<file path="src/rtl/p2s_pkg.sv">
`timescale 1ns / 1ps
// ----------------------------------------------------------------------------
// p2s_pkg
// Shared types, constants and elaboration-time lookup tables for the
// pixel to sRGB8 converter.
// ----------------------------------------------------------------------------
package p2s_pkg;

  // Source pixel formats held in the configuration register.
  typedef enum logic [1:0] {
    FMT_F32    = 2'd0,
    FMT_UNORM8 = 2'd1,
    FMT_UF11   = 2'd2,
    FMT_COPY   = 2'd3
  } fmt_e;

  localparam int unsigned LinW       = 25;
  localparam int unsigned QueueDepth = 4;
  localparam logic [LinW-1:0] OneQ24 = 25'h100_0000;
  // Largest Q0.24 value that still uses the linear segment.
  localparam longint unsigned LinMaxL = (64'd31308 * 64'd16777216) / 64'd10000000;
  localparam logic [LinW-1:0] LinMax = LinW'(LinMaxL);

  typedef logic [LinW-1:0] thr_tab_t [256];

  // Classified pixel as it waits in the queue.
  typedef struct packed {
    logic [2:0][LinW-1:0] lin;
    logic [2:0][7:0]      direct;
    logic [7:0]           alpha;
    logic                 copy;
  } item_t;

  // Smallest L whose power-segment code reaches k:
  // L^5 * 53805^12 >= (200k + 2705)^12 * 2^120.
  function automatic thr_tab_t pow_thr_f();
    thr_tab_t     t;
    logic [383:0] c;
    logic [383:0] r;
    logic [383:0] p;
    logic [25:0]  lo;
    logic [25:0]  hi;
    logic [25:0]  mid;
    c = 384'd1;
    for (int i = 0; i < 12; i++) c = c * 384'd53805;
    for (int k = 0; k < 256; k++) begin
      r = 384'd1;
      for (int i = 0; i < 12; i++) r = r * (384'd200 * 384'(k) + 384'd2705);
      r = r << 120;
      lo = 26'd0;
      hi = 26'h100_0001;
      for (int it = 0; it < 26; it++) begin
        if (lo < hi) begin
          mid = (lo + hi) >> 1;
          p = 384'(mid);
          for (int i = 0; i < 4; i++) p = p * 384'(mid);
          p = p * c;
          if (p >= r) hi = mid;
          else lo = mid + 26'd1;
        end
      end
      t[k] = lo[LinW-1:0];
    end
    return t;
  endfunction

  // Smallest L whose linear-segment code reaches k.
  function automatic thr_tab_t lin_thr_f();
    thr_tab_t         t;
    longint unsigned  num;
    longint unsigned  q;
    t[0] = '0;
    for (int k = 1; k < 256; k++) begin
      num = (64'd200 * 64'(k) - 64'd100) << 24;
      q = (num + 64'd658919) / 64'd658920;
      t[k] = (q > 64'h1FF_FFFF) ? 25'h1FF_FFFF : LinW'(q);
    end
    return t;
  endfunction

  // Unorm byte to Q0.24, rounded.
  function automatic thr_tab_t byte_tab_f();
    thr_tab_t t;
    for (int b = 0; b < 256; b++) begin
      t[b] = LinW'(((64'(b) << 24) + 64'd127) / 64'd255);
    end
    return t;
  endfunction

  localparam thr_tab_t PowThr  = pow_thr_f();
  localparam thr_tab_t LinThr  = lin_thr_f();
  localparam thr_tab_t ByteTab = byte_tab_f();

endpackage

</file>
<file path="src/rtl/p2s_fifo.sv">
`timescale 1ns / 1ps
// ----------------------------------------------------------------------------
// p2s_fifo
// Short queue of classified pixels between the front and back parts.
// ----------------------------------------------------------------------------
module p2s_fifo #(
  parameter int unsigned Depth = p2s_pkg::QueueDepth
) (
  input  logic           clk_i,
  input  logic           rst_ni,
  input  logic           push_i,
  input  p2s_pkg::item_t data_i,
  output logic           full_o,
  input  logic           pop_i,
  output logic           empty_o,
  output p2s_pkg::item_t data_o
);
  import p2s_pkg::*;

  localparam int unsigned PtrW = (Depth > 1) ? $clog2(Depth) : 1;
  localparam int unsigned CntW = $clog2(Depth + 1);

  item_t           mem_q [Depth];
  logic [PtrW-1:0] wr_q, rd_q;
  logic [CntW-1:0] cnt_q;

  assign full_o  = (cnt_q == CntW'(Depth));
  assign empty_o = (cnt_q == '0);
  assign data_o  = mem_q[rd_q];

  // Pointer and fill count.
  always_ff @(posedge clk_i or negedge rst_ni) begin
    if (!rst_ni) begin
      wr_q <= '0;
      rd_q <= '0;
      cnt_q <= '0;
    end else begin
      if (push_i) wr_q <= (wr_q == PtrW'(Depth - 1)) ? '0 : wr_q + PtrW'(1);
      if (pop_i) rd_q <= (rd_q == PtrW'(Depth - 1)) ? '0 : rd_q + PtrW'(1);
      if (push_i && !pop_i) cnt_q <= cnt_q + CntW'(1);
      else if (pop_i && !push_i) cnt_q <= cnt_q - CntW'(1);
    end
  end

  // Storage.
  always_ff @(posedge clk_i) begin
    if (push_i) mem_q[wr_q] <= data_i;
  end

endmodule

</file>
<file path="config.mk">
export PLATFORM = sky130hd
export DESIGN_NAME = p2s_fifo
export DESIGN_NICKNAME = d
export VERILOG_FILES = /design/src/rtl/p2s_pkg.sv /design/src/rtl/p2s_fifo.sv
export SDC_FILE = /design/constraint.sdc
export NUM_CORES = 1
export LEC_CHECK = 0
export BUFFER_PORTS_ARGS = -buffer_cell sky130_fd_sc_hd__buf_2
export CAP_MARGIN = 20
export CORE_UTILIZATION = 61
export DETAILED_ROUTE_END_ITERATION = 10
export GPL_TIMING_DRIVEN = 1
export PLACE_DENSITY = 0.84
export SYNTH_ARGS = -nofsm -noshare
export SYNTH_HDL_FRONTEND = slang
export SYNTH_SLANG_ARGS = --single-unit
</file>
<file path="constraint.sdc">
create_clock -name clk_i -period 5.85 [get_ports clk_i]
set_input_delay 0.2925 -clock clk_i [delete_from_list [all_inputs] [get_ports clk_i]]
set_output_delay 0.2925 -clock clk_i [all_outputs]
set_load 0.01 [all_outputs]
</file>
==> reports/qor.tcl, run 1 <==
set qor(timing.max_cap.violations) 0
set qor(tightest_pin_transition_ns) 1.02
set qor(drive_above_1_share) 0.410
set qor(detail_route.wl_per_cell_um) 24.3
set qor(synth_area_um2) 16000
set qor(synth_cell_type_count) 18
set qor(design.core.area_um2) 25500
set qor(cp_endpoint_kind) {output port}
set qor(drcViolationCount) 0
set qor(num_antenna_cells) 0
set qor(first_pass_iters) 5
set qor(drt_iter0_markers) 596
set qor(reg_clk_slew_reported_paths_ns) 0.06
set qor(globalRouteTotalUtil) 0.246
set qor(finalWorstPathRequiredPeriod_ns) 3.26
set qor(post_cts_buffers) 0
set qor(pin_count_of_the_biggest_net_entering_global_routing) 63
set qor(power.density_cell_area_nw_per_um2) 476
set qor(grt-ovfl-total) 0
set qor(chipWidth_um) 164
set qor(syn_inst) 601
set qor(grt_pass1_wl_mm) 47.9
set qor(area.growth.synth_to_final_pct) 23.6
set qor(chipHeight_um) 164
set qor(vias_in_the_first_global_route) 8470
set qor(vdd.ir_drop.worst_mv) 0.336
set qor(critPathMaxStageDelay_ns) 1.07
set qor(timing.critical_path.from_type) {register}
set qor(num_vias) 7595
set qor(tns_ns) 0
set qor(antenna_found_initial) 0
set qor(fmax_mhz) 307
set qor(cts-root-to-sink-buffers) 3
set qor(postSynthRegisterBits) 439
set qor(post_route_skew_ns) 0.0142
set qor(ys_warn_count) 0
set qor(timing.hold.ws_ns) 0.00691
set qor(power.leakage_uw) 0.00685
set qor(placementRows) 58
set qor(rsz_0062_raised_after_global_routing) {no}
set qor(route.antenna.remaining_nets) 0
set qor(synth_seq_area_share) 0.821
set qor(gp_congestion) 0.718
set qor(port_buffers) 221
set qor(timing.critical_path.fanout_max) 62
set qor(tritoncts) {yes}
set qor(synth.net_count) 720
set qor(critPathKind) {register to output port}
set qor(run_status) {complete, no violations}
set qor(critical_path_required_ns) 5.56
set qor(critPathArrivalTime_ns) 2.97
set qor(route.detailed.vias_per_inst) 5.79
set qor(cts.sink_count) 439
set qor(layout_nets) 1073
set qor(fp.dieArea_um2) 26900
set qor(crit_path_top_delay_cell) {dfrtp_4}
set qor(tritoncts.num_buffers) 43
set qor(fin_crit_sh) 0.557
set qor(cts.root.buffer_cell) {clkbuf_16}
set qor(hold_violations) 0
set qor(worst_path_dominant_cell_family) {flip-flops}
set qor(worstSkewPairLatency_ns) 0.53
set qor(timing.final.setup_violations) 0
set qor(dp_hpwl_mm) 17.2
set qor(critPathBufInv) 2
set qor(maxSlewHeadroom) 0.321
set qor(htreeDepth) 2
set qor(detailed_route_wire_length_mm) 31.9
set qor(final-max-slew-violation-count) 0
set qor(initial_utilization) 0.629
set qor(critical_path.cell_chain) {buf_12, mux4_2, buf_2}
set qor(mean_instance_size_in_the_synthesized_netlist_um2) 26.6
set qor(hold_path.class) {input port to register}
set qor(boundaryPins) 222
## cell type report
cell class              instances  area (um2)
inverters                       4        15.0
repair buffers                332        2210
multi-input cells             134        2660
clock inverters                19         174
clock buffers                  54        1160
flip-flops and latches        439       13200
well taps                     330         413
fillers                      1246        5680
## state kept, by name, indices dropped and copies added (netlist names)
| signal | flops |
|---|---|
| mem_q | 432 |
| wr_q | 2 |
| rd_q | 2 |
| cnt_q | 3 |
## where the power goes
group	leakage [uW]	internal, uW	switching [uW]
clock network	0.000655	1530	1090
registers	0.00405	4040	316
logic	0.00215	1210	1240
total	0.00685	6780	2650
## worst paths after layout
path | startpoint | to | slack (ns) | cells after the start
max reg2reg | wr_q[1] | mem_q[0][83] | 3.26 | 4
max | rd_q[0] | data_o[104] | 2.59 | 3
min | data_i[40] | mem_q[2][40] | 0.007 | 1
min in group asynchronous | rst_ni | rd_q[0] | 0.15 | 2
max in group asynchronous | rst_ni | rd_q[1] | 5.52 | 2
min reg2reg | cnt_q[2] | cnt_q[2] | 0.50 | 1
## synthesized netlist by cell type
| library cell | number | share of area |
|---|---|---|
| edfxtp_1 | 432 | 0.81 |
| mux4_2 | 108 | 0.15 |
| buf_2 | 11 | 0.0034 |
| buf_6 | 11 | 0.0077 |
| dfrtp_1 | 7 | 0.011 |
| ha_1 | 6 | 0.0047 |
| and2_1 | 4 | 0.0016 |
| inv_1 | 4 | 0.00094 |
| mux2_2 | 3 | 0.0021 |
| nor2_1 | 3 | 0.00070 |
| buf_4 | 2 | 0.00094 |
| nand2_1 | 2 | 0.00047 |
| o21ai_0 | 2 | 0.00063 |
| xor2_1 | 2 | 0.0011 |
| fa_1 | 1 | 0.0013 |
| nor3_1 | 1 | 0.00031 |
| nor3b_1 | 1 | 0.00047 |
| xnor2_1 | 1 | 0.00055 |
## timing repair
action | CTS | global route
endpoints found under the hold margin | 421 | 0
setup endpoints to repair | 0 | 0
hold buffers | 105 | 0
resized for setup | 0 | 0
## logic make-up (layout without fill, tap and decap cells)
kind of cell               count (synthesis)  after routing  share of synthesized area
xor gates and xnor gates                   3              3                    0.00164
muxes                                    111            111                      0.154
adders and majority gates                  7              7                    0.00594
DFF                                      439            439                      0.821
buffers and inverters                     28            409                     0.0131
and+or+nand+nor                           11             11                    0.00352
AOI/OAI and AO/OA                          2              2                   0.000625
## layout by cell type (no fill, tap or decap)
cell type	count
dfrtp_1	5
nor3_1	1
buf_2	221
clkinv_2	8
clkbuf_1	9
nand2_1	2
clkinvlp_4	1
fa_1	1
mux4_2	108
xnor2_1	1
nor2_1	3
bufinv_16	3
mux2_2	3
dlygate4sd3_1	105
buf_12	1
clkinv_4	1
clkbuf_16	45
and2_4	4
dfrtp_4	2
xor2_1	2
inv_1	4
clkinv_1	5
o21ai_0	2
ha_1	6
edfxtp_1	432
inv_6	1
buf_4	5
nor3b_1	1
## layer usage
| layer | up-vias | track usage | part of all wire |
|---|---|---|---|
| met5 | - | 0 | 0 |
| met4 | 0 | 0.107 | 0.039 |
| met3 | 76 | 0.0404 | 0.049 |
| met2 | 298 | 0.441 | 0.54 |
| met1 | 3922 | 0.297 | 0.37 |
| li1 | 3299 | - | - |
## worst register-to-register path: stages (launching register included)
cell	delay (ns)
dfrtp_1	0.40
inv_1	0.12
ha_1	0.18
and2_4	0.70
buf_4	0.77
## metrics by stage
step / power, uW / util / cells / area (um2) / setup WS, ns
final: 9430 / 0.777 / 1312 / 19800 / 2.59
after global routing: 9800 / 0.777 / 1312 / 19800 / 2.35
after CTS: 9500 / 0.777 / 1312 / 19800 / 2.50
after detailed placement: 6810 / 0.684 / 1134 / 17400 / 3.07
after global placement: 6720 / 0.684 / 1134 / 17400 / 3.08
after floorplan: 5990 / - / 601 / 16000 / 2.26
Power figures use the tool's default switching activity.
==> run 2: changes to the inputs <==
--- a/config.mk
+++ b/config.mk
@@ -7,10 +7,10 @@
 export LEC_CHECK = 0
 export BUFFER_PORTS_ARGS = -buffer_cell sky130_fd_sc_hd__buf_2
 export CAP_MARGIN = 20
-export CORE_UTILIZATION = 61
+export CORE_UTILIZATION = 57
 export DETAILED_ROUTE_END_ITERATION = 10
 export GPL_TIMING_DRIVEN = 1
-export PLACE_DENSITY = 0.84
+export PLACE_DENSITY = 0.79
 export SYNTH_ARGS = -nofsm -noshare
 export SYNTH_HDL_FRONTEND = slang
 export SYNTH_SLANG_ARGS = --single-unit
==> constraint.sdc (replaced) <==
create_clock -name clk_i -period 3.4 [get_ports clk_i]
set_input_delay 0.17 -clock clk_i [delete_from_list [all_inputs] [get_ports clk_i]]
set_output_delay 0.17 -clock clk_i [all_outputs]
set_load 0.01 [all_outputs]
==> reports/qor.tcl, run 2 (synthesized netlist as in run 1, its figures left out) <==
set qor(run_status) {complete, no violations}
set qor(timing.critical_path.from_type) {register}
set qor(fp.dieArea_um2) 28800 ;# +6.9%
set qor(fmax_mhz) 375
set qor(global_route.usage.met2) 0.386 ;# -0.0547
set qor(vias_in_the_first_global_route) 8234 ;# -2.8%
set qor(power.share.switching) 0.283 ;# +0.00230
set qor(detail_route.wl_per_cell_um) 23.6 ;# -2.8%
set qor(worstSkewPairLatency_ns) 0.53 ;# about the same
set qor(top_register) {mem_q}
set qor(worst_path_dominant_cell_family) {flip-flops}
set qor(critPathArrivalTime_ns) 2.50 ;# -0.47 ns
set qor(boundaryPins) 222 ;# unchanged
set qor(cp_endpoint_kind) {output port}
set qor(detailedPlace.worstSlack_ns) 1.22 ;# -1.84 ns
set qor(drive_above_1_share) 0.407 ;# -0.00379
set qor(num_vias) 7773 ;# +2.3%
set qor(chipWidth_um) 170 ;# +3.4%
set qor(layout.cells.most_common) {edfxtp_1}
set qor(crit_path_top_delay_cell) {dfrtp_4}
set qor(layout_nets) 1088 ;# +1.4%
set qor(post_route_skew_ns) 0.0238 ;# +0.00960 ns
set qor(globalRouteTotalUtil) 0.230 ;# -0.0160
set qor(design.core.area_um2) 27300 ;# +7.0%
set qor(critical_path.cell_chain) {buf_4, mux4_2, buf_2}
set qor(reg_clk_slew_reported_paths_ns) 0.06 ;# about the same
set qor(grt.busiest_layer) {met2}
set qor(first_pass_iters) 5 ;# unchanged
set qor(critical_path_required_ns) 3.23 ;# -2.33 ns
set qor(power_frac_seq) 0.451 ;# -0.011
set qor(critPathMaxStageDelay_ns) 0.81 ;# -0.26 ns
set qor(cts.sink_count) 439 ;# unchanged
set qor(area.growth.synth_to_final_pct) 25.2
set qor(route.detailed.vias_per_inst) 5.66 ;# -2.3%
set qor(layout_top_registers) {mem_q (432), cnt_q (3)}
set qor(hold_violations) 0 ;# unchanged
set qor(initial_utilization) 0.588 ;# -0.0410
set qor(timing.final.setup_violations) 0 ;# unchanged
set qor(pin_count_of_the_biggest_net_entering_global_routing) 54 ;# -14%
set qor(chipHeight_um) 170 ;# +3.4%
set qor(fin_crit_sh) 0.785
set qor(grt.met1_usage) 0.299 ;# +0.00274
set qor(fill_cells) 1530 ;# +23%
set qor(vdd.ir_drop.worst_mv) 0.408 ;# +21%
set qor(power.share.clock) 0.274 ;# -0.004
set qor(worst_slack_ns) 0.732 ;# -1.86 ns
set qor(gp_congestion) 0.730 ;# +1.6%
set qor(power.net_switching_uw) 4640 ;# +75%
set qor(internal_power_uw) 11700 ;# +73%
set qor(largest_register_ffs) 432 ;# unchanged
set qor(port_buffers) 221 ;# unchanged
set qor(power_frac_comb) 0.275 ;# +0.015
set qor(cts-root-to-sink-buffers) 3 ;# unchanged
set qor(grt_pass1_wl_mm) 48.3 ;# +0.68%
set qor(maxSlewHeadroom) 0.462 ;# +0.141
set qor(tritoncts.num_buffers) 42 ;# -2.3%
set qor(final-max-slew-violation-count) 0 ;# unchanged
set qor(htreeDepth) 2 ;# unchanged
set qor(grtUsageMet3) 0.0445 ;# +0.00414
set qor(cts.root.buffer_cell) {clkbuf_16}
set qor(timing.critical_path.fanout_max) 30 ;# -52%
set qor(power.density_cell_area_nw_per_um2) 816 ;# +71%
set qor(timing.max_cap.violations) 0 ;# unchanged
set qor(finalInstanceArea_um2) 20000 ;# +1.3%
set qor(route.antenna.remaining_nets) 0 ;# unchanged
set qor(tritoncts) {yes}
set qor(dp_hpwl_mm) 18.8 ;# +9.0%
set qor(antenna_found_initial) 1 ;# +1
set qor(dpl_cell_area_um2) 17600 ;# +1.1%
set qor(detailed_route_wire_length_mm) 32.5 ;# +1.8%
set qor(power.leakage_uw) 0.00694 ;# +1.3%
set qor(placementRows) 60 ;# +3.4%
set qor(rsz_0062_raised_after_global_routing) {no}
set qor(drt_iter0_markers) 584 ;# -2.0%
set qor(hold_path.class) {input port to async pin}
set qor(tns_ns) 0 ;# unchanged
set qor(layout.cells.most_common_list) {edfxtp_1 (432), buf_2 (221), dlygate4sd3_1 (112), mux4_2 (108), clkbuf_16 (43)}
set qor(drcViolationCount) 0 ;# unchanged
set qor(finalWorstPathRequiredPeriod_ns) 2.67
set qor(critPathBufInv) 2 ;# unchanged
set qor(grt-ovfl-total) 0 ;# unchanged
set qor(critPathKind) {register to output port}
set qor(tightest_pin_transition_ns) 0.807 ;# -0.211 ns
-- run 2: changes by cell type in the layout (fill, tap and decap cells not counted), moves of 2 or more --
cell           delta
dlygate4sd3_1     +7
clkinv_1          +9
buf_12            +6
clkinv_2          -2
clkbuf_16         -2
buf_4             +3
-- run 2: layer usage --
metal,routed length [um],vias to the layer above,share of wire
li1,-,3337,-
met1,12500,4000,0.38
met2,16700,359,0.51
met3,2260,77,0.070
met4,1080,0,0.033
met5,0,-,0
-- run 2: area by class of cell --
| class | count | area, um2 | share of cell area |
|---|---|---|---|
| multi-input cells | 134 | 2660 | 0.133 |
| repair buffers | 348 | 2430 | 0.121 |
| clock buffers | 51 | 1110 | 0.0552 |
| well taps | 372 | 465 | 0.0232 |
| inverters | 4 | 15.0 | 0.000749 |
| diodes | 1 | 2.50 | 0.000125 |
| clock inverters | 25 | 211 | 0.0105 |
| flip-flops and latches | 439 | 13200 | 0.656 |
-- run 2: worst reg2reg max path, cell delays in order (launching register included) --
cell	delay (ns)
dfrtp_1	0.42
inv_1	0.14
ha_1	0.17
and2_4	0.64
buf_4	0.42
-- run 2: worst paths after layout --
check                                 start  slack [ns]             to  depth (start not counted)
worst max register to register      wr_q[0]        1.28   mem_q[2][15]                          4
worst max-delay path                rd_q[0]        0.73     data_o[55]                          3
min in group clk_i              data_i[100]        0.39  mem_q[2][100]                          2
max in group asynchronous            rst_ni        2.60        wr_q[1]                          3
worst min-delay path                 rst_ni        0.01       cnt_q[2]                          2
worst min register to register     cnt_q[2]        0.51       cnt_q[2]                          1
-- run 2: per-stage QoR --
stage | hold WS [ns] | util | instances | power [uW]
after global placement | 0.0206 | 0.646 | 1185 | 11800
final | 0.0141 | 0.736 | 1374 | 16400
after detailed placement | 0.0290 | 0.646 | 1185 | 11900
after CTS | 0.00463 | 0.736 | 1373 | 16500
after floorplan | -0.126 | - | 601 | 10200
after global routing | 0.0107 | 0.736 | 1374 | 17000
-- run 2: power by group through the flow --
stage / clock (uW) / sequential [uW] / combinational (uW)
4_1_cts: 4520 / 7400 / 4570
3_3_place_gp: 0 / 7410 / 4350
6_report: 4480 / 7390 / 4500
5_1_grt: 4700 / 7470 / 4800
2_1_floorplan: 0 / 7210 / 3040
3_5_place_dp: 0 / 7490 / 4430
-- run 2: what timing repair did --
item,4_1_cts,5_1_grt
gates resized for setup,0,0
setup buffers,0,0
hold endpoints to repair,443,0
hold buffers,112,0
